==> src/design/jsu_pkg.sv <==
// Shared types, codes and helper functions for the JSON string unescaper.
`timescale 1ns / 1ps

package jsu_pkg;

  // Default depth of the command queue between front and back.
  localparam int QUEUE_DEPTH = 4;

  // Result status codes.
  localparam logic [1:0] ST_OK      = 2'd0;
  localparam logic [1:0] ST_CLOSED  = 2'd1;
  localparam logic [1:0] ST_UNTERM  = 2'd2;
  localparam logic [1:0] ST_BAD_HEX = 2'd3;

  // Number of hex digits in a \u escape.
  localparam logic [2:0] HEX_DIGITS = 3'd4;

  // Kinds of work the front hands to the back.
  typedef enum logic [1:0] {
    CMD_BYTE,
    CMD_END,
    CMD_CP
  } cmd_kind_t;

  // One command: a decoded byte, an end status or a code point to encode.
  typedef struct packed {
    cmd_kind_t   kind;
    logic [15:0] data;
  } cmd_t;

  // Digit value 0..15, or 16 when the byte is not a hex digit.
  function automatic logic [4:0] hex_value(input logic [7:0] b);
    logic [7:0] t;
    begin
      t = 8'd16;
      if (b >= 8'h30 && b <= 8'h39) begin
        t = b - 8'h30;
      end else if (b >= 8'h61 && b <= 8'h66) begin
        t = b - 8'h57;
      end else if (b >= 8'h41 && b <= 8'h46) begin
        t = b - 8'h37;
      end
      return t[4:0];
    end
  endfunction

  // Byte produced by a backslash escape other than \u.
  function automatic logic [7:0] simple_escape(input logic [7:0] b);
    logic [7:0] r;
    begin
      unique case (b)
        8'h62:   r = 8'h08;  // b
        8'h66:   r = 8'h0C;  // f
        8'h6E:   r = 8'h0A;  // n
        8'h72:   r = 8'h0D;  // r
        8'h74:   r = 8'h09;  // t
        default: r = b;
      endcase
      return r;
    end
  endfunction

endpackage

==> src/design/jsu_front.sv <==
// Front end: tracks escape state, gathers hex digits and emits commands.
`timescale 1ns / 1ps

module jsu_front (
  input  logic          clk,
  input  logic          rst,
  input  logic          accept,
  input  logic [7:0]    in_byte,
  input  logic          end_of_input,
  output logic          cmd_valid,
  output jsu_pkg::cmd_t cmd
);

  logic        in_escape, in_escape_next;
  logic [2:0]  hex_left, hex_left_next;
  logic [15:0] code_point, code_point_next;
  logic [4:0]  digit;
  logic [15:0] cp_shift;

  assign digit    = jsu_pkg::hex_value(in_byte);
  assign cp_shift = {code_point[11:0], digit[3:0]};

  always_comb begin
    in_escape_next  = in_escape;
    hex_left_next   = hex_left;
    code_point_next = code_point;
    cmd_valid       = 1'b0;
    cmd.kind        = jsu_pkg::CMD_BYTE;
    cmd.data        = '0;
    priority if (end_of_input) begin
      in_escape_next  = 1'b0;
      hex_left_next   = '0;
      code_point_next = '0;
      cmd_valid       = 1'b1;
      cmd.kind        = jsu_pkg::CMD_END;
      cmd.data        = {14'd0, jsu_pkg::ST_UNTERM};
    end else if (hex_left != 3'd0) begin
      if (digit[4]) begin
        in_escape_next  = 1'b0;
        hex_left_next   = '0;
        code_point_next = '0;
        cmd_valid       = 1'b1;
        cmd.kind        = jsu_pkg::CMD_END;
        cmd.data        = {14'd0, jsu_pkg::ST_BAD_HEX};
      end else begin
        hex_left_next = hex_left - 3'd1;
        if (hex_left == 3'd1) begin
          code_point_next = '0;
          cmd_valid       = 1'b1;
          cmd.kind        = jsu_pkg::CMD_CP;
          cmd.data        = cp_shift;
        end else begin
          code_point_next = cp_shift;
        end
      end
    end else if (in_escape) begin
      in_escape_next = 1'b0;
      if (in_byte == 8'h75) begin
        hex_left_next   = jsu_pkg::HEX_DIGITS;
        code_point_next = '0;
      end else begin
        cmd_valid = 1'b1;
        cmd.kind  = jsu_pkg::CMD_BYTE;
        cmd.data  = {8'd0, jsu_pkg::simple_escape(in_byte)};
      end
    end else if (in_byte == 8'h22) begin
      hex_left_next   = '0;
      code_point_next = '0;
      cmd_valid       = 1'b1;
      cmd.kind        = jsu_pkg::CMD_END;
      cmd.data        = {14'd0, jsu_pkg::ST_CLOSED};
    end else if (in_byte == 8'h5C) begin
      in_escape_next = 1'b1;
    end else begin
      cmd_valid = 1'b1;
      cmd.kind  = jsu_pkg::CMD_BYTE;
      cmd.data  = {8'd0, in_byte};
    end
    if (!accept) begin
      cmd_valid = 1'b0;
    end
  end

  always_ff @(posedge clk) begin
    if (rst) begin
      in_escape  <= 1'b0;
      hex_left   <= '0;
      code_point <= '0;
    end else if (accept) begin
      in_escape  <= in_escape_next;
      hex_left   <= hex_left_next;
      code_point <= code_point_next;
    end
  end

endmodule

==> src/design/jsu_queue.sv <==
// Small command queue between the front and the back.
`timescale 1ns / 1ps

module jsu_queue #(
  parameter int DEPTH = jsu_pkg::QUEUE_DEPTH
) (
  input  logic          clk,
  input  logic          rst,
  input  logic          wr_en,
  input  jsu_pkg::cmd_t wr_data,
  output logic          full,
  output logic          head_valid,
  output jsu_pkg::cmd_t head,
  input  logic          rd_en
);

  localparam int AW = (DEPTH > 1) ? $clog2(DEPTH) : 1;
  localparam int CW = $clog2(DEPTH + 1);

  jsu_pkg::cmd_t slots [DEPTH];
  logic [AW-1:0] wr_ptr, rd_ptr;
  logic [CW-1:0] count;

  assign full       = (count == CW'(DEPTH));
  assign head_valid = (count != '0);
  assign head       = slots[rd_ptr];

  always_ff @(posedge clk) begin
    if (wr_en) begin
      slots[wr_ptr] <= wr_data;
    end
  end

  always_ff @(posedge clk) begin
    if (rst) begin
      wr_ptr <= '0;
      rd_ptr <= '0;
      count  <= '0;
    end else begin
      if (wr_en) begin
        wr_ptr <= (wr_ptr == AW'(DEPTH - 1)) ? '0 : wr_ptr + AW'(1);
      end
      if (rd_en) begin
        rd_ptr <= (rd_ptr == AW'(DEPTH - 1)) ? '0 : rd_ptr + AW'(1);
      end
      if (wr_en && !rd_en) begin
        count <= count + CW'(1);
      end else if (rd_en && !wr_en) begin
        count <= count - CW'(1);
      end
    end
  end

endmodule

==> src/design/jsu_back.sv <==
// Back end: expands commands into result items, UTF-8 encoding code points.
`timescale 1ns / 1ps

module jsu_back (
  input  logic          clk,
  input  logic          rst,
  input  logic          head_valid,
  input  jsu_pkg::cmd_t head,
  output logic          head_pop,
  output logic          empty,
  input  logic          pop,
  output logic [7:0]    out_byte,
  output logic          byte_valid,
  output logic          last,
  output logic [1:0]    status
);

  logic       out_full;
  logic [1:0] step;
  logic       load;
  logic [7:0] p_byte;
  logic       p_valid;
  logic [1:0] p_status;
  logic       p_last;
  logic [15:0] cp;

  assign cp = head.data;

  // Piece of the head command selected by the step counter.
  always_comb begin
    p_byte   = '0;
    p_valid  = 1'b1;
    p_status = jsu_pkg::ST_OK;
    p_last   = 1'b1;
    unique case (head.kind)
      jsu_pkg::CMD_BYTE: begin
        p_byte = cp[7:0];
      end
      jsu_pkg::CMD_END: begin
        p_valid  = 1'b0;
        p_status = cp[1:0];
      end
      jsu_pkg::CMD_CP: begin
        if (cp < 16'h0080) begin
          p_byte = cp[7:0];
        end else if (cp < 16'h0800) begin
          if (step == 2'd0) begin
            p_byte = 8'hC0 | {3'd0, cp[10:6]};
            p_last = 1'b0;
          end else begin
            p_byte = 8'h80 | {2'd0, cp[5:0]};
          end
        end else begin
          priority case (step)
            2'd0: begin
              p_byte = 8'hE0 | {4'd0, cp[15:12]};
              p_last = 1'b0;
            end
            2'd1: begin
              p_byte = 8'h80 | {2'd0, cp[11:6]};
              p_last = 1'b0;
            end
            default: begin
              p_byte = 8'h80 | {2'd0, cp[5:0]};
            end
          endcase
        end
      end
      default: begin
        p_valid = 1'b0;
      end
    endcase
  end

  assign load     = head_valid && (!out_full || pop);
  assign head_pop = load && p_last;
  assign empty    = !out_full;

  always_ff @(posedge clk) begin
    if (load) begin
      out_byte   <= p_byte;
      byte_valid <= p_valid;
      last       <= p_last;
      status     <= p_status;
    end
  end

  always_ff @(posedge clk) begin
    if (rst) begin
      out_full <= 1'b0;
      step     <= '0;
    end else begin
      if (load) begin
        out_full <= 1'b1;
        step     <= p_last ? 2'd0 : step + 2'd1;
      end else if (pop) begin
        out_full <= 1'b0;
      end
    end
  end

endmodule

==> src/design/json_string_unescape_utf8_top.sv <==
// Top level of the JSON string unescaper with UTF-8 output.
`timescale 1ns / 1ps

// Usage:
// The input side is a queue: drive in_byte and end_of_input, raise push, and
// the item is taken at a rising edge where push is high and full is low.
// Each item is one byte of a JSON string body after the opening quote, or an
// end-of-input marker. The result side is a queue too: while empty is low,
// the oldest result item sits on out_byte, byte_valid, last and status, and
// it is taken at a rising edge where pop is high and empty is low.
// An input item gives zero to three result items; last marks the final one.
// Path: a result item passes through the command queue and then the output
// register before it reaches the output ports.
// Throughput: one input item per cycle while full is low and one result
// item per cycle while pop is high; a three-byte UTF-8 sequence gives three
// result items, but its \u escape spends six input items, so with pop held
// high the back end keeps up and full does not rise.
// When the receiver stalls, the output register holds its item, the queue
// fills, and full rises once QUEUE_DEPTH commands are waiting.
// Synchronous reset clears the escape state and the queue and marks the output
// register empty; no item is lost or invented across a stall.
module json_string_unescape_utf8_top #(
  parameter int QUEUE_DEPTH = jsu_pkg::QUEUE_DEPTH
) (
  input  logic       clk,
  input  logic       rst,
  input  logic       push,
  output logic       full,
  input  logic [7:0] in_byte,
  input  logic       end_of_input,
  output logic       empty,
  input  logic       pop,
  output logic [7:0] out_byte,
  output logic       byte_valid,
  output logic       last,
  output logic [1:0] status
);

  logic          accept;
  logic          cmd_valid;
  jsu_pkg::cmd_t cmd;
  logic          head_valid;
  jsu_pkg::cmd_t head;
  logic          head_pop;

  // An item is taken when push is high and the command queue has room.
  assign accept = push && !full;

  jsu_front u_front (
    .clk          (clk),
    .rst          (rst),
    .accept       (accept),
    .in_byte      (in_byte),
    .end_of_input (end_of_input),
    .cmd_valid    (cmd_valid),
    .cmd          (cmd)
  );

  jsu_queue #(
    .DEPTH (QUEUE_DEPTH)
  ) u_queue (
    .clk        (clk),
    .rst        (rst),
    .wr_en      (cmd_valid),
    .wr_data    (cmd),
    .full       (full),
    .head_valid (head_valid),
    .head       (head),
    .rd_en      (head_pop)
  );

  jsu_back u_back (
    .clk        (clk),
    .rst        (rst),
    .head_valid (head_valid),
    .head       (head),
    .head_pop   (head_pop),
    .empty      (empty),
    .pop        (pop),
    .out_byte   (out_byte),
    .byte_valid (byte_valid),
    .last       (last),
    .status     (status)
  );

endmodule

==> config.mk <==
export PLATFORM = sky130hd
export DESIGN_NAME = json_string_unescape_utf8_top
export DESIGN_NICKNAME = d
export VERILOG_FILES = /design/src/design/jsu_pkg.sv /design/src/design/jsu_front.sv /design/src/design/jsu_queue.sv /design/src/design/jsu_back.sv /design/src/design/json_string_unescape_utf8_top.sv
export SDC_FILE = /design/constraint.sdc
export NUM_CORES = 1
export LEC_CHECK = 0
export ABC_AREA = 1
export BUFFER_PORTS_ARGS = -buffer_cell sky130_fd_sc_hd__buf_2
export CAP_MARGIN = 5
export CORE_UTILIZATION = 55
export CTS_BUF_LIST = sky130_fd_sc_hd__clkbuf_2 sky130_fd_sc_hd__clkbuf_4 sky130_fd_sc_hd__clkbuf_8
export CTS_CLUSTER_SIZE = 40
export DETAILED_ROUTE_END_ITERATION = 6
export PLACE_DENSITY = 0.83
export SETUP_SLACK_MARGIN = 0.4
export SLEW_MARGIN = 40
export SYNTH_ARGS = -nofsm -noshare
export SYNTH_HDL_FRONTEND = slang
export SYNTH_HIERARCHICAL = 1
export SYNTH_SLANG_ARGS = --single-unit
==> constraint.sdc <==
create_clock -name clk -period 2.35 [get_ports clk]
set_input_delay 0.1175 -clock clk [delete_from_list [all_inputs] [get_ports clk]]
set_output_delay 0.1175 -clock clk [all_outputs]
set_load 0.005 [all_outputs]
==> key figures, run 1 <==
Outcome
  • Status: finished with violations
  • Failing checks: setup timing

STA
  • Final min period: 2.55 ns
  • Setup-failing EPs final: 2
  • Max-slew violation count: 0
  • Final Hold Viols: 0
  • Post-route setup slack: -0.198 ns
  • Worst rel slew slack: 59.5%
  • Worst slew pin tran: 0.603 ns
  • RSZ-0062 raised after global routing: yes
  • Fin Hold WS: 0.0889 ns
  • F_max: 392 MHz
  • Period utilization: 108%
  • Clock skew after layout: 0.0215 ns

CTS
  • CTS Hold Buffers Added: 0
  • CTS tree: yes
  • Clock Latency Late Sink: 0.38 ns
  • CTS Buffer Depth: 2
  • Count of clock tree sinks: 112
  • CTS root buffer: clkbuf_8
  • Clk slew on worst S/H paths: 0.13 ns
  • Cts bufs inserted: 9
  • H-tree depth: 3

Global route
  • Wire length of the first global-routing pass: 24800 um
  • Initial antenna violation count: 0
  • Overall routing resource usage: 29.2%
  • Vias in the first global route: 5070
  • Remaining Overflow, GRT: 0
  • Largest net degree at the start of global routing: 25

Hold path
  • Hold Path Sink: u_back/out_full$_SDFFE_PP0P_
  • WHS Path Cells: 3
  • HP Class: in -> reg
  • Worst Min Path Start: pop

Floorplan
  • Core area: 0.0103 mm^2
  • Initial Util: 56.5%
  • I/O pin count: 27
  • Die Y-Extent: 105 um
  • Die Wd: 105 um
  • FP Rows: 37
  • Die area: 0.0110 mm^2

Power and ir drop
  • Combinational share of power: 49.7%
  • Final Total Pwr: 0.00770 W
  • VDD IR max: 0.000718 V
  • Reg power frac: 35.0%
  • Pint: 0.00455 W
  • Leak: 3.17 nW
  • Clk pwr share: 15.3%
  • Pwr dens: 1040 mW/mm^2
  • Switching Share: 40.9%
  • Psw: 0.00315 W

Synthesis
  • Syn avg cell area: 8.80 um^2
  • Flops & latches, synth: 112
  • Yosys warns: 6
  • Sequential share of the synthesized area: 52.9%
  • Syn Inst Count: 663
  • Syn_nets: 693
  • Synth Cell Area: 0.00583 mm^2
  • Cell variety after synth: 39

Place
  • Dpl cells: 859
  • Dpl cell area: 0.00649 mm^2
  • Detailed Place HPWL: 10100 um
  • GP Congestion: 0.961
  • Port bufs: 26

Routing
  • Via density: 5.75
  • First-pass DRT Iterations: 7
  • Post-route ant nets: 0
  • Iteration-0 DRC Markers: 487
  • Routed wire length: 16300 um
  • Vias: 5242
  • Routed WL per cell: 17.8 um
  • DRC Markers: 0

Worst setup path
  • Nature of the critical path endpoint: flop
  • Worst setup path category: reg -> reg
  • Crit-path max FO: 5
  • CP peak stage delay: 0.41 ns
  • WP data required: 2.65 ns
  • RR Endpoint: u_queue/count[2]$_SDFFE_PP0P_
  • Crit path arrival time: 2.85 ns
  • FF-to-FF setup slack: -0.20 ns
  • Most used cell, CP: inv_2
  • Worst path top cell family by delay: simple AND/OR/NAND/NOR gates
  • Worst path buffer plus inverter count: 7
  • Crit-path cells: buf_4, o21ai_2, o22ai_1, inv_1, nand2_2, nor2_4, nand2_4, nand3_4, nand2_4, inv_2, inv_2, ha_4, inv_4, fa_2, inv_2, nand2_2, nand3_2, nand2_2, inv_2, nor2_1
  • Worst reg-to-reg path cell count: 20
  • Worst setup SP type: flop
  • CP max-delay cell: dfxtp_4

Finish
  • Commonest non-fill, non-tap cell in the layout: nand2_1
  • Final nets: 800
  • Final instance area: 0.00741 mm^2
  • Fin util: 71.7%
  • Share of cells above drive strength 1: 31.6%
  • P&R area growth vs syn: 27.0%
  • Diodes inserted: 0
  • Filler cell count: 700
  • Commonest non-fill, non-tap cells in the layout: nand2_1 (148), edfxtp_1 (84), nor2_1 (71)
  • Fin cells: 911

Job
  • Max-Cap Viols: 0
==> registers in the layout (all words and copies together) (netlist names), named ones only <==
name and count:
u_front/code_point 12, u_front/hex_left 3, u_back/step 2, u_back/byte_valid 1, u_queue/rd_ptr 2, u_back/out_full 1
u_queue/wr_ptr 2, u_queue/slots 72, u_back/last 1, u_front/in_escape 1, u_back/out_byte 8, u_queue/count 3
u_back/status 2
==> layer usage <==
layer  GRT usage (%)  wire length [um]  vias to the layer above
met4            11.1               648                        0
met3            5.30              1100                       53
met1            34.6              6100                     2480
met5               0                 0                        -
met2            52.7              8410                      291
li1                -                 -                     2418
==> timing repair <==
item	in CTS	in global routing
endpoints found under the setup margin	88	120
pin swaps	27	26
gates resized for setup	64	36
setup buffers	22	9
gates cloned	4	1
==> cell families (layout without fill, tap and decap cells) <==
logic type | Yosys count | count (layout) | synth area share [%]
adder cells (fa/ha/maj) | 17 | 17 | 3.78
flip-flops | 112 | 112 | 52.9
AND/OR/NAND/NOR | 331 | 332 | 25.4
XOR/XNOR | 2 | 2 | 0.300
AO/OA/AOI/OAI | 101 | 101 | 9.44
buffers and inverters | 100 | 211 | 8.26
==> cell usage after synthesis (all sizes together) <==
library cell  number  area share, %
o211ai             1           0.13
o22ai             20            2.1
nand4              7           0.75
clkbuf             4           0.26
ha                16            3.4
nand3b             1           0.13
o31ai              1           0.13
a31oi              1           0.11
a21boi             1           0.13
fa                 1           0.34
o21ai             52            4.7
nor2              93            7.1
or2                2           0.21
nor3               5           0.43
nand2            168             11
clkinv             1          0.086
xor2               2           0.30
and2               1           0.11
inv               81            5.4
dfxtp             28            9.6
edfxtp            84             43
nand3             54            5.2
a21oi             25            2.1
buf               14            2.5
==> power groups by stage <==
stage               clock, W  combinational (W)  sequential, W
floorplan                  0            0.00195        0.00267
global placement           0            0.00277        0.00269
detailed placement         0            0.00287        0.00270
CTS                  0.00118            0.00334        0.00268
global route         0.00125            0.00411        0.00272
finish               0.00117            0.00383        0.00269
==> worst reg2reg max path, cell delays in order (launching register included) <==
cell and delay, ns:
dfxtp_4 0.41, buf_4 0.18, o21ai_2 0.07, o22ai_1 0.25, inv_1 0.12, nand2_2 0.11
nor2_4 0.05, nand2_4 0.07, nand3_4 0.09, nand2_4 0.08, inv_2 0.05, inv_2 0.08
ha_4 0.16, inv_4 0.04, fa_2 0.38, inv_2 0.07, nand2_2 0.06, nand3_2 0.08
nand2_2 0.05, inv_2 0.04, nor2_1 0.03
==> per-stage QoR <==
| step | TNS, ns | setup WS [ns] |
|---|---|---|
| finish | -0.342 | -0.198 |
| floorplan | -0.104 | -0.0850 |
| CTS | -0.0366 | -0.0189 |
| global placement | -0.0512 | -0.0332 |
| detailed placement | -0.282 | -0.145 |
| global route | -1.41 | -0.328 |
==> area by class of cell <==
type	count	area, um^2	area share [%]
clock buffer	9	124	1.67
clock inverter	7	81.3	1.10
inverter	82	348	4.70
multi-input combinational	452	2600	35.1
sequential	112	3090	41.8
tap	136	170	2.30
timing repair buffer	113	992	13.4
==> how the worst max path moves through the flow <==
stage          from                            end  depth (start not counted)
4_1_cts        flop  u_queue/count[2]$_SDFFE_PP0P_                         20
3_5_place_dp   flop  u_queue/count[2]$_SDFFE_PP0P_                         20
5_1_grt        flop  u_queue/count[2]$_SDFFE_PP0P_                         20
2_1_floorplan  flop  u_queue/count[1]$_SDFFE_PP0P_                         18
3_3_place_gp   flop  u_queue/count[2]$_SDFFE_PP0P_                         20
6_report       flop  u_queue/count[2]$_SDFFE_PP0P_                         20
Power figures use the tool's default switching activity.
==> run 2, diff against run 1 <==
--- a/config.mk
+++ b/config.mk
@@ -12,7 +12,7 @@
 export CTS_BUF_LIST = sky130_fd_sc_hd__clkbuf_2 sky130_fd_sc_hd__clkbuf_4 sky130_fd_sc_hd__clkbuf_8
 export CTS_CLUSTER_SIZE = 40
 export DETAILED_ROUTE_END_ITERATION = 6
-export PLACE_DENSITY = 0.83
+export PLACE_DENSITY = 0.81
 export SETUP_SLACK_MARGIN = 0.4
 export SLEW_MARGIN = 40
 export SYNTH_ARGS = -nofsm -noshare
==> constraint.sdc (replaced) <==
create_clock -name clk -period 2.6 [get_ports clk]
set_input_delay 0.13 -clock clk [delete_from_list [all_inputs] [get_ports clk]]
set_output_delay 0.13 -clock clk [all_outputs]
set_load 0.005 [all_outputs]
==> run 2 against run 1 <==
The flow still finishes with violations (setup timing); final cell count down 4.4%; critical path depth fell by 5; total power down 14%; via count shrank 7.1%; flip-flop and latch count is the same; utilization fell by 4.4 points; register-to-register slack improved by 0.13 ns; fmax shrank 4.6%; sequential power down 10%; global-route usage fell by 3.2 points; count of clock-buffer cells in the layout stayed put; routed wire length shrank 9.1%.
==> key figures, run 2 (synthesis results as in run 1) <==
CTS
  • Clock Latency Late Sink: 0.38 ns (about the same)
  • CTS Buffer Depth: 2 (unchanged)
  • Cts bufs inserted: 9 (unchanged)
  • CTS tree: yes
  • Count of clock tree sinks: 112 (unchanged)
  • CTS Hold Buffers Added: 0 (unchanged)
  • Clk slew on worst S/H paths: 0.12 ns (about the same)
  • CTS root buffer: clkbuf_8
  • H-tree depth: 3 (unchanged)

STA
  • Post-route setup slack: -0.0724 ns (+0.126 ns)
  • Period utilization: 103% (-5.7 points)
  • F_max: 374 MHz (-4.6%)
  • Max-slew violation count: 0 (unchanged)
  • Worst rel slew slack: 63.7% (+4.3 points)
  • Final Hold Viols: 0 (unchanged)
  • Fin Hold WS: 0.0508 ns (-0.0381 ns)
  • Clock skew after layout: 0.0219 ns (+0.000392 ns)
  • Worst slew pin tran: 0.539 ns (-0.0637 ns)
  • Setup-failing EPs final: 1 (-1)
  • RSZ-0062 raised after global routing: yes
  • Final min period: 2.67 ns (+0.124 ns)

Worst setup path
  • Crit-path max FO: 27 (+22)
  • Nature of the critical path endpoint: flop
  • Worst setup SP type: flop
  • Worst reg-to-reg path cell count: 15 (-25%)
  • RR Endpoint: u_queue/count[1]$_SDFFE_PP0P_
  • Crit path arrival time: 2.96 ns (+0.11 ns)
  • FF-to-FF setup slack: -0.07 ns (+0.13 ns)
  • Worst setup path category: reg -> reg
  • WP data required: 2.89 ns (+0.24 ns)

Power and ir drop
  • Leak: 2.91 nW (-8.1%)
  • VDD IR max: 0.000584 V (-19%)
  • Pwr dens: 957 mW/mm^2 (-8.0%)

Place
  • Detailed Place HPWL: 9360 um (-7.7%)
  • GP Congestion: 1.03 (+7.6%)
  • Port bufs: 26 (unchanged)
  • Dpl cell area: 0.00623 mm^2 (-4.0%)

Finish
  • Share of cells above drive strength 1: 24.6% (-7.0 points)
  • Top reg by flops: u_queue/slots
  • Largest regs: u_queue/slots (72), u_front/code_point (12), u_back/out_byte (8)
  • Register Area: 0.00309 mm^2 (-0.20%)
  • Final instance area: 0.00695 mm^2 (-6.1%)
  • Commonest non-fill, non-tap cells in the layout: nand2_1 (153), edfxtp_1 (84), nor2_1 (72)
  • Diodes inserted: 0 (unchanged)
  • Filler cell count: 745 (+6.4%)
  • P&R area growth vs syn: 19.2%
  • Final nets: 760 (-5.0%)
  • Flip-flop count of the largest register after layout: 72 (unchanged)
  • Area occupied by multi-input gates: 0.00249 mm^2 (-4.2%)
  • Commonest non-fill, non-tap cell in the layout: nand2_1

Global route
  • Wire length of the first global-routing pass: 22100 um (-11%)
  • Overall routing resource usage: 26.1% (-3.2 points)
  • Largest net degree at the start of global routing: 28 (+12%)
  • Vias in the first global route: 4609 (-9.1%)
  • Initial antenna violation count: 0 (unchanged)
  • Remaining Overflow, GRT: 0 (unchanged)

Routing
  • Post-route ant nets: 0 (unchanged)
  • First-pass DRT Iterations: 5 (-2)
  • Routed wire length: 14800 um (-9.1%)
  • Via density: 5.59 (-2.8%)
  • Vias: 4870 (-7.1%)
  • DRC Markers: 0 (unchanged)
  • Routed WL per cell: 17.0 um (-4.9%)
  • Iteration-0 DRC Markers: 428 (-12%)

Job
  • Max-Cap Viols: 0 (unchanged)

Floorplan
  • Die Y-Extent: 105 um (unchanged)
  • Die area: 0.0110 mm^2 (unchanged)
  • Initial Util: 56.5% (unchanged)
  • Die Wd: 105 um (unchanged)
  • FP Rows: 37 (unchanged)
  • Core area: 0.0103 mm^2 (unchanged)
  • I/O pin count: 27 (unchanged)

Outcome
  • Status: finished with violations
  • Failing checks: setup timing

Hold path
  • WHS Path Cells: 3 (unchanged)
  • HP Class: in -> reg
  • Hold Path Sink: u_back/out_full$_SDFFE_PP0P_
  • Worst Min Path Start: pop
==> run 2: cell count changes in the layout (fill, tap and decap cells not counted), moves of 5 or more <==
cell     previous run  this run
buf_4              65        36
buf_6              11         1
nand2_1           148       153
nand2_4             9         4
o21ai_1            15        21
o21ai_2            16         5
==> run 2: layout make-up <==
cell class,count,area share [%]
flip-flops and latches,112,44.4
multi-input cells,451,35.8
repair buffers,74,9.56
inverters,82,4.97
well taps,136,2.45
clock buffers,9,1.78
clock inverters,7,1.06
==> run 2: report_power, final <==
part           switching [W]  internal (W)
logic                0.00188       0.00133
registers           0.000132       0.00228
clock network       0.000651      0.000375
==> run 2: what timing repair did <==
action | in CTS | in global routing
pin swaps | 16 | 21
gates resized for setup | 42 | 36
setup endpoints to repair | 77 | 79
cloned | 3 | 1
setup buffers | 13 | 7
==> run 2: critical path: stages, from the launching register on <==
cell     delay (ns)
dfxtp_4        0.40
buf_12         0.16
inv_16         0.07
nor2_1         0.26
o22ai_4        0.14
nor2_4         0.17
nand4_1        0.21
nand3_4        0.15
nand2_4        0.06
inv_2          0.06
inv_2          0.05
ha_4           0.17
inv_4          0.06
fa_2           0.44
o21ai_1        0.13
nor2_1         0.05
==> run 2: per-stage QoR <==
step	instances	setup slack [ns]	total power (W)	utilization [%]	TNS, ns
after global routing	871	-0.127	0.00703	67.3	-0.193
after floorplan	663	0.165	0.00416	-	0
after detailed placement	831	0.0381	0.00486	60.4	0
after global placement	831	0.133	0.00477	60.4	0
final	871	-0.0724	0.00665	67.3	-0.0724
after CTS	863	0.107	0.00619	65.3	0
==> run 2: worst max path at each step <==
stage	start	endpoint	slack [ns]	depth (start not counted)
floorplan	flop	u_queue/count[1]$_SDFFE_PP0P_	0.16	18
global placement	flop	u_queue/count[2]$_SDFFE_PP0P_	0.13	21
detailed placement	flop	u_queue/count[2]$_SDFFE_PP0P_	0.04	21
CTS	flop	u_queue/count[1]$_SDFFE_PP0P_	0.11	17
global route	flop	u_queue/count[1]$_SDFFE_PP0P_	-0.13	15
finish	flop	u_queue/count[1]$_SDFFE_PP0P_	-0.07	15
==> run 2: per-layer routing <==
metal | wire length, um | track usage [%] | vias up
li1 | - | - | 2334
met1 | 5760 | 32.0 | 2276
met2 | 7570 | 44.9 | 214
met3 | 933 | 4.30 | 46
met4 | 501 | 12.1 | 0
met5 | 0 | 0 | -
